--- src/hw/rtl/hts_pkg.sv ---
// Shared types and constants of the Huffman tree stream decoder.
package hts_pkg;

   localparam int SYMBOL_W = 8;
   localparam int STATUS_W = 2;
   localparam int COUNT_W  = 31;
   localparam int BIT_CNT_W = $clog2(SYMBOL_W);

   localparam logic [STATUS_W-1:0] STATUS_SYMBOL    = 2'd0;
   localparam logic [STATUS_W-1:0] STATUS_EARLY_END = 2'd1;
   localparam logic [STATUS_W-1:0] STATUS_TREE_FULL = 2'd2;

   typedef enum logic [3:0] {
      PH_NODE = 4'b0001,
      PH_LEAF = 4'b0010,
      PH_WALK = 4'b0100,
      PH_STOP = 4'b1000
   } phase_type;

   typedef enum logic [5:0] {
      ST_IDLE  = 6'b000001,
      ST_BIT   = 6'b000010,
      ST_POP   = 6'b000100,
      ST_EVAL  = 6'b001000,
      ST_END   = 6'b010000,
      ST_FLUSH = 6'b100000
   } ctrl_state_type;

   typedef struct packed {
      logic load;
      logic bit_step;
      logic pop_step;
      logic eval_step;
      logic end_step;
      logic flush_step;
   } cmd_type;

   typedef struct packed {
      logic needs_pop;
      logic needs_eval;
      logic emit_bit;
      logic emit_eval;
      logic emit_end;
      logic pend_valid;
      logic push_ok;
      logic flush_ok;
   } stat_type;

endpackage

--- src/hw/rtl/hts_ctrl.sv ---
// Sequencer that steps one input byte through the datapath bit by bit.
module hts_ctrl (
   input  logic              clock,
   input  logic              reset,
   input  logic              req_valid,
   output logic              req_ready,
   input  hts_pkg::stat_type stat,
   output hts_pkg::cmd_type  cmd
);
   import hts_pkg::*;

   localparam logic [BIT_CNT_W-1:0] BIT_LAST = BIT_CNT_W'(SYMBOL_W - 1);

   ctrl_state_type       state_ff, state_in;
   logic [BIT_CNT_W-1:0] bit_cnt_ff, bit_cnt_in;
   ctrl_state_type       next_after_bit;
   logic [BIT_CNT_W-1:0] cnt_after_bit;

   // advance to the next bit, or close the item after the last one
   always_comb begin
      if (bit_cnt_ff == '0) begin
         next_after_bit = ST_END;
         cnt_after_bit  = bit_cnt_ff;
      end else begin
         next_after_bit = ST_BIT;
         cnt_after_bit  = bit_cnt_ff - 1'b1;
      end
   end

   always_comb begin
      state_in   = state_ff;
      bit_cnt_in = bit_cnt_ff;
      cmd        = '0;
      req_ready  = 1'b0;
      case (state_ff)
         ST_IDLE: begin
            req_ready = 1'b1;
            if (req_valid) begin
               cmd.load   = 1'b1;
               bit_cnt_in = BIT_LAST;
               state_in   = ST_BIT;
            end
         end
         ST_BIT: begin
            if (!stat.emit_bit || stat.push_ok) begin
               cmd.bit_step = 1'b1;
               if (stat.needs_pop) begin
                  state_in = ST_POP;
               end else if (stat.needs_eval) begin
                  state_in = ST_EVAL;
               end else begin
                  state_in   = next_after_bit;
                  bit_cnt_in = cnt_after_bit;
               end
            end
         end
         ST_POP: begin
            cmd.pop_step = 1'b1;
            state_in     = next_after_bit;
            bit_cnt_in   = cnt_after_bit;
         end
         ST_EVAL: begin
            if (!stat.emit_eval || stat.push_ok) begin
               cmd.eval_step = 1'b1;
               state_in      = next_after_bit;
               bit_cnt_in    = cnt_after_bit;
            end
         end
         ST_END: begin
            if (!stat.emit_end || stat.push_ok) begin
               cmd.end_step = 1'b1;
               state_in     = ST_FLUSH;
            end
         end
         ST_FLUSH: begin
            if (!stat.pend_valid || stat.flush_ok) begin
               cmd.flush_step = 1'b1;
               state_in       = ST_IDLE;
            end
         end
         default: begin
            state_in = ST_IDLE;
         end
      endcase
   end

   always_ff @(posedge clock) begin
      if (reset) begin
         state_ff   <= ST_IDLE;
         bit_cnt_ff <= '0;
      end else begin
         state_ff   <= state_in;
         bit_cnt_ff <= bit_cnt_in;
      end
   end

   a_idle_no_pending: assert property (@(posedge clock) disable iff (reset)
      state_ff == ST_IDLE |-> !stat.pend_valid)
      else $error("held result left behind at end of item");

   a_eval_holds_on_stall: assert property (@(posedge clock) disable iff (reset)
      state_ff == ST_EVAL && stat.emit_eval && !stat.push_ok |=> state_ff == ST_EVAL)
      else $error("walk result dropped while output stalled");

   a_flush_before_idle: assert property (@(posedge clock) disable iff (reset)
      state_ff == ST_FLUSH && stat.pend_valid && !stat.flush_ok |=> state_ff == ST_FLUSH)
      else $error("final result of item dropped");

endmodule

--- config.mk ---
export PLATFORM = sky130hd
export DESIGN_NAME = hts_ctrl
export DESIGN_NICKNAME = d
export VERILOG_FILES = /design/src/hw/rtl/hts_pkg.sv /design/src/hw/rtl/hts_ctrl.sv
export SDC_FILE = /design/constraint.sdc
export NUM_CORES = 1
export LEC_CHECK = 0
export ABC_AREA = 1
export BUFFER_PORTS_ARGS = -buffer_cell sky130_fd_sc_hd__buf_2
export CAP_MARGIN = 20
export CORE_AREA = 2 2 39 41
export DETAILED_ROUTE_END_ITERATION = 16
export DIE_AREA = 0 0 41 43
export GPL_ROUTABILITY_DRIVEN = 0
export PLACE_DENSITY = 0.86
export REMOVE_ABC_BUFFERS = 1
export SLEW_MARGIN = 0
export SYNTH_ARGS = -nofsm -noshare
export SYNTH_HDL_FRONTEND = slang
export SYNTH_SLANG_ARGS = --single-unit
--- constraint.sdc ---
create_clock -name clock -period 3.6 [get_ports clock]
set_input_delay 0.54 -clock clock [delete_from_list [all_inputs] [get_ports clock]]
set_output_delay 0.54 -clock clock [all_outputs]
set_load 0.005 [all_outputs]
; ---- Yosys cells after proc, flatten, opt, wreduce, memory -nomap -nowiden
; Index checks and enable logic that the tools add are counted.
[word_totals]
register_bits = 9
in_bits = 11
output_inout_bits = 7
wordCells = 56
[classes]
add_sub_neg = 1
n_eq_ne = 13
n_mux = 28
n_reduce_logical = 12
[ops]
columns = cell, n
row1 = 6-bit two-way mux, 7
row2 = 6-bit case mux with 6 select lines, 1
row3 = 3-bit two-way mux, 6
row4 = "2-bit inequality test, second input constant", 7
row5 = 1-bit two-way mux, 12
row6 = 3-bit case mux with 4 select lines, 1
row7 = "6-bit by 1-bit equality test with 1-bit output, second input constant", 1
row8 = "6-bit by 2-bit equality test with 1-bit output, second input constant", 1
row9 = "6-bit by 3-bit equality test with 1-bit output, second input constant", 1
row10 = "6-bit by 4-bit equality test with 1-bit output, second input constant", 1
row11 = "6-bit by 5-bit equality test with 1-bit output, second input constant", 1
row12 = "6-bit equality test, second input constant", 1
row13 = 6-bit AND reduction, 1
row14 = 5-bit two-way mux, 1
row15 = 5-bit AND reduction, 1
row16 = 1-bit logical NOT, 4
row17 = 1-bit logical OR, 4
row18 = 4-bit nonzero test, 1
row19 = 3-bit logical NOT, 1
row20 = "3-bit by 1-bit subtractor with 3-bit output, second input constant", 1

; ---- Longest topological paths before layout
[logic_depth]
depth_word = 6
mapped_depth = 10
ltp_nobuf = 10

; ---- Least setup slack after synthesis
; Ideal clock, no wire load.
[synth_path]
path_type = register to output
from = reg state_ff[2]
to = out cmd[1] (netlist name)
arrival_ns = 0.783
required_time_ns = 3.060
setup_slack_ns = 2.277
stages_incl_launch_ff = 6
path_buffers = 0
cell_sequence = dfxtp_1 > nor2_2 > nand4_1 > inv_1 > nand2_1 > inv_1
[synth_rtl]
columns = element, line
row1 = "start, declared", hts_ctrl.sv:14  ; ctrl_state_type state_ff, state_in;
row2 = "start signal, assigned", hts_ctrl.sv:92  ; state_ff <= state_in;
row3 = "end, declared", hts_ctrl.sv:8  ; output hts_pkg::cmd_type cmd

==> summary.md <==
| Metric | Value |
|---|---|
| Metal3 WL | 72 um |
| Max IR drop VDD | 0.000207 V |
| DR iter-0 viols | 14 |
| Number of port buffers | 17 |
| # setup viols final | 0 |
| Hold buffers post-CTS | 0 |
| First-pass GRT wire length | ~2500 um |
| TNS Setup | 0 ns |
| Util after Layout | 0.573 |
| DRC Markers | 0 |
| Power Dens Cells | 430 nW/um2 |
| Vias | 758 |
| Distinct cell type count after synthesis | 16 |
| Core area | 1380 um2 |
| Worst-Margin Slew | between 0.6 and 0.7 ns |
| Die width | a little over 40 um |
| Detail Route Antenna Nets | 0 |
| Worst skew pair latency | ~0.26 ns |
| Root Driver | clkbuf_4 |
| Mapped Avg Cell Area | slightly below 6 um2 |
| Final Slew Violations | 0 |
| Critical path endpoint category | output port |
| DRT Wirelength | 1490 um |
| Clock Tree Buf Depth | 2 |
| Max Cap Viol | 0 |
| Cell leakage power | 0.476 nW |
| Slew headroom | 0.581 |
| RSZ-0062 raised after global routing | false |
| Post-detail-place hpwl | 1270 um |
| Sequential share of power | 0.380 |
| Die Y-Extent | 43 um |
| Top cell type's share of synthesized area | 0.268 |
| Antenna cells | 0 |
| WL per Instance | ~10 um |
| Layout net count | 148 |
| Run status | finished, final reports clean |
| Startpoint types | flop |
| Comb power frac | 0.390 |
| Data arrival, critical path | 1.28 ns |
| Via/cell ratio | a little over 5 |
| Clock share of power | 0.230 |
| Largest area contributor in the netlist | dfxtp_1 |
| Final Critical Period | 1.82 ns |
| Psw | 0.134 mW |
| Crit path kind | flop to output port |
| Routed length on met1 | around 560 um |
| CTS tree | yes |
| Top routing layer used | met3 |
| Num rows | 14 |
| Clock Skew | about 0.021 ns |
| Post-CTS Resized | 0 |
| Critical Path Fanout Max | 5 |
| All-Layer GR Usage | 0.195 |
| Hold Fails Final Rpt | 0 |
| Gr ovfl total | 0 |
| Die area | 1760 um2 |
| Post-Syn Instances | 114 |
| Starting Density | 0.486 |
| Cell Area, Synth | ~670 um2 |
| WP data required | roughly 3.1 ns |
| Synth top area cells | dfxtp_1, inv_1, nor2_1, nand2_1, nand3_1 |
| Cell internal pwr | roughly 0.21 mW |
| Layout cells sized above 1 | 0.209 |
| Clk sinks | 9 |
| Syn. warnings | 0 |
| Fin crit share | 0.505 |
| CTS H-tree depth | 1 |
| Peak Freq | 0.550 GHz |
| Setup Fix Bufs, Post-CTS | 0 |
| I/O pin cnt | 18 |
| Seq/Total Area, Yosys | 0.268 |
| Metal2 WL | 856 um |
| First-pass DRT Iterations | 4 |
| Initial antenna violation count | 0 |
| FF+latch count, synth | 9 |
| Vias in the first global route | 680 |
| Num CTS Buffers | 3 |
| Area Overhead vs Synth | 18.1% |
| Worst-path clk slew | 0.08 ns |
| Sw Share | 0.393 |
| Worst min-delay path class | flop to flop |
| Largest net degree at the start of global routing | 12 |
[layout by cell type (no fill, tap or decap), drive strengths merged]
cell,instances
nand4,3
nor2,25
ha,2
xnor2,1
clkinv,1
dfxtp,9
a21oi,8
clkbuf,3
buf,17
inv,26
nand3,15
nand2,21
nor3,3
[sequential cells by signal, summed over array words and instances (netlist names)]
| register | cells |
|---|---|
| state_ff | 6 |
| bit_cnt_ff | 3 |
[synth_stat cells (all sizes together)]
cell / count
nand4: 3
ha: 2
nor3: 3
xnor2: 1
nor2: 25
dfxtp: 9
buf: 1
inv: 26
nand2: 21
nand3: 15
a21oi: 8
[final cells by class]
type | count | area [um2]
Clock buffer | 3 | 22.5
Clock inverter | 1 | 5.00
Fill cell | 153 | 591
Inverter | 26 | 97.6
Multi-Input combinational cell | 78 | 383
Sequential cell | 9 | 180
Tap cell | 16 | 20.0
Timing Repair Buffer | 17 | 85.1
[metal layers]
metal	GRT usage	vias to the layer above
li1	-	390
met1	0.206	345
met2	0.388	23
met3	0.0314	0
met4	0	0
met5	0	-
[power by group through the flow]
stage	clock network, mW	logic [mW]	registers (mW)
after floorplan	0	0.100	0.128
after global placement	0	0.127	0.130
after detailed placement	0	0.133	0.132
after CTS	0.0779	0.133	0.129
after global routing	0.0831	0.156	0.131
final	0.0784	0.133	0.130
[path summary, 6_finish.rpt]
path                                                    to  depth (start not counted)  slack, ns                       start
worst max-delay path                                cmd[1]                          6       1.78    state_ff[3]$_SDFFE_PP0P_
worst min-delay path            bit_cnt_ff[1]$_SDFFE_PP0P_                          2       0.49  bit_cnt_ff[1]$_SDFFE_PP0P_
worst max register to register  bit_cnt_ff[1]$_SDFFE_PP0P_                          9       2.04    state_ff[3]$_SDFFE_PP0P_
worst min register to register  bit_cnt_ff[1]$_SDFFE_PP0P_                          2       0.49  bit_cnt_ff[1]$_SDFFE_PP0P_
[logic make-up after synthesis]
family | count (synthesis) | synth area share
simple gates | 67 | 0.460
buf+inv | 27 | 0.162
flops | 9 | 0.268
compound gates | 8 | 0.0596
fa+ha+maj | 2 | 0.0372
xor+xnor | 1 | 0.0130
[through the flow]
stage	power (mW)	std cells	area (um2)	hold slack, ns	setup WS, ns
after floorplan	0.228	113	661	0.452	2.15
after global placement	0.257	146	766	0.472	1.95
after detailed placement	0.265	146	766	0.481	1.85
after CTS	0.340	150	793	0.499	1.78
after global routing	0.370	150	793	0.521	1.69
final	0.341	150	793	0.495	1.78
[critical path, stage by stage, from the launching register on]
cell	delay, ns
dfxtp_1	0.35
nor2_2	0.19
nand4_1	0.14
inv_1	0.10
nand2_1	0.07
inv_1	0.07
buf_2	0.11
No activity file was read; power rests on OpenSTA's default activity.
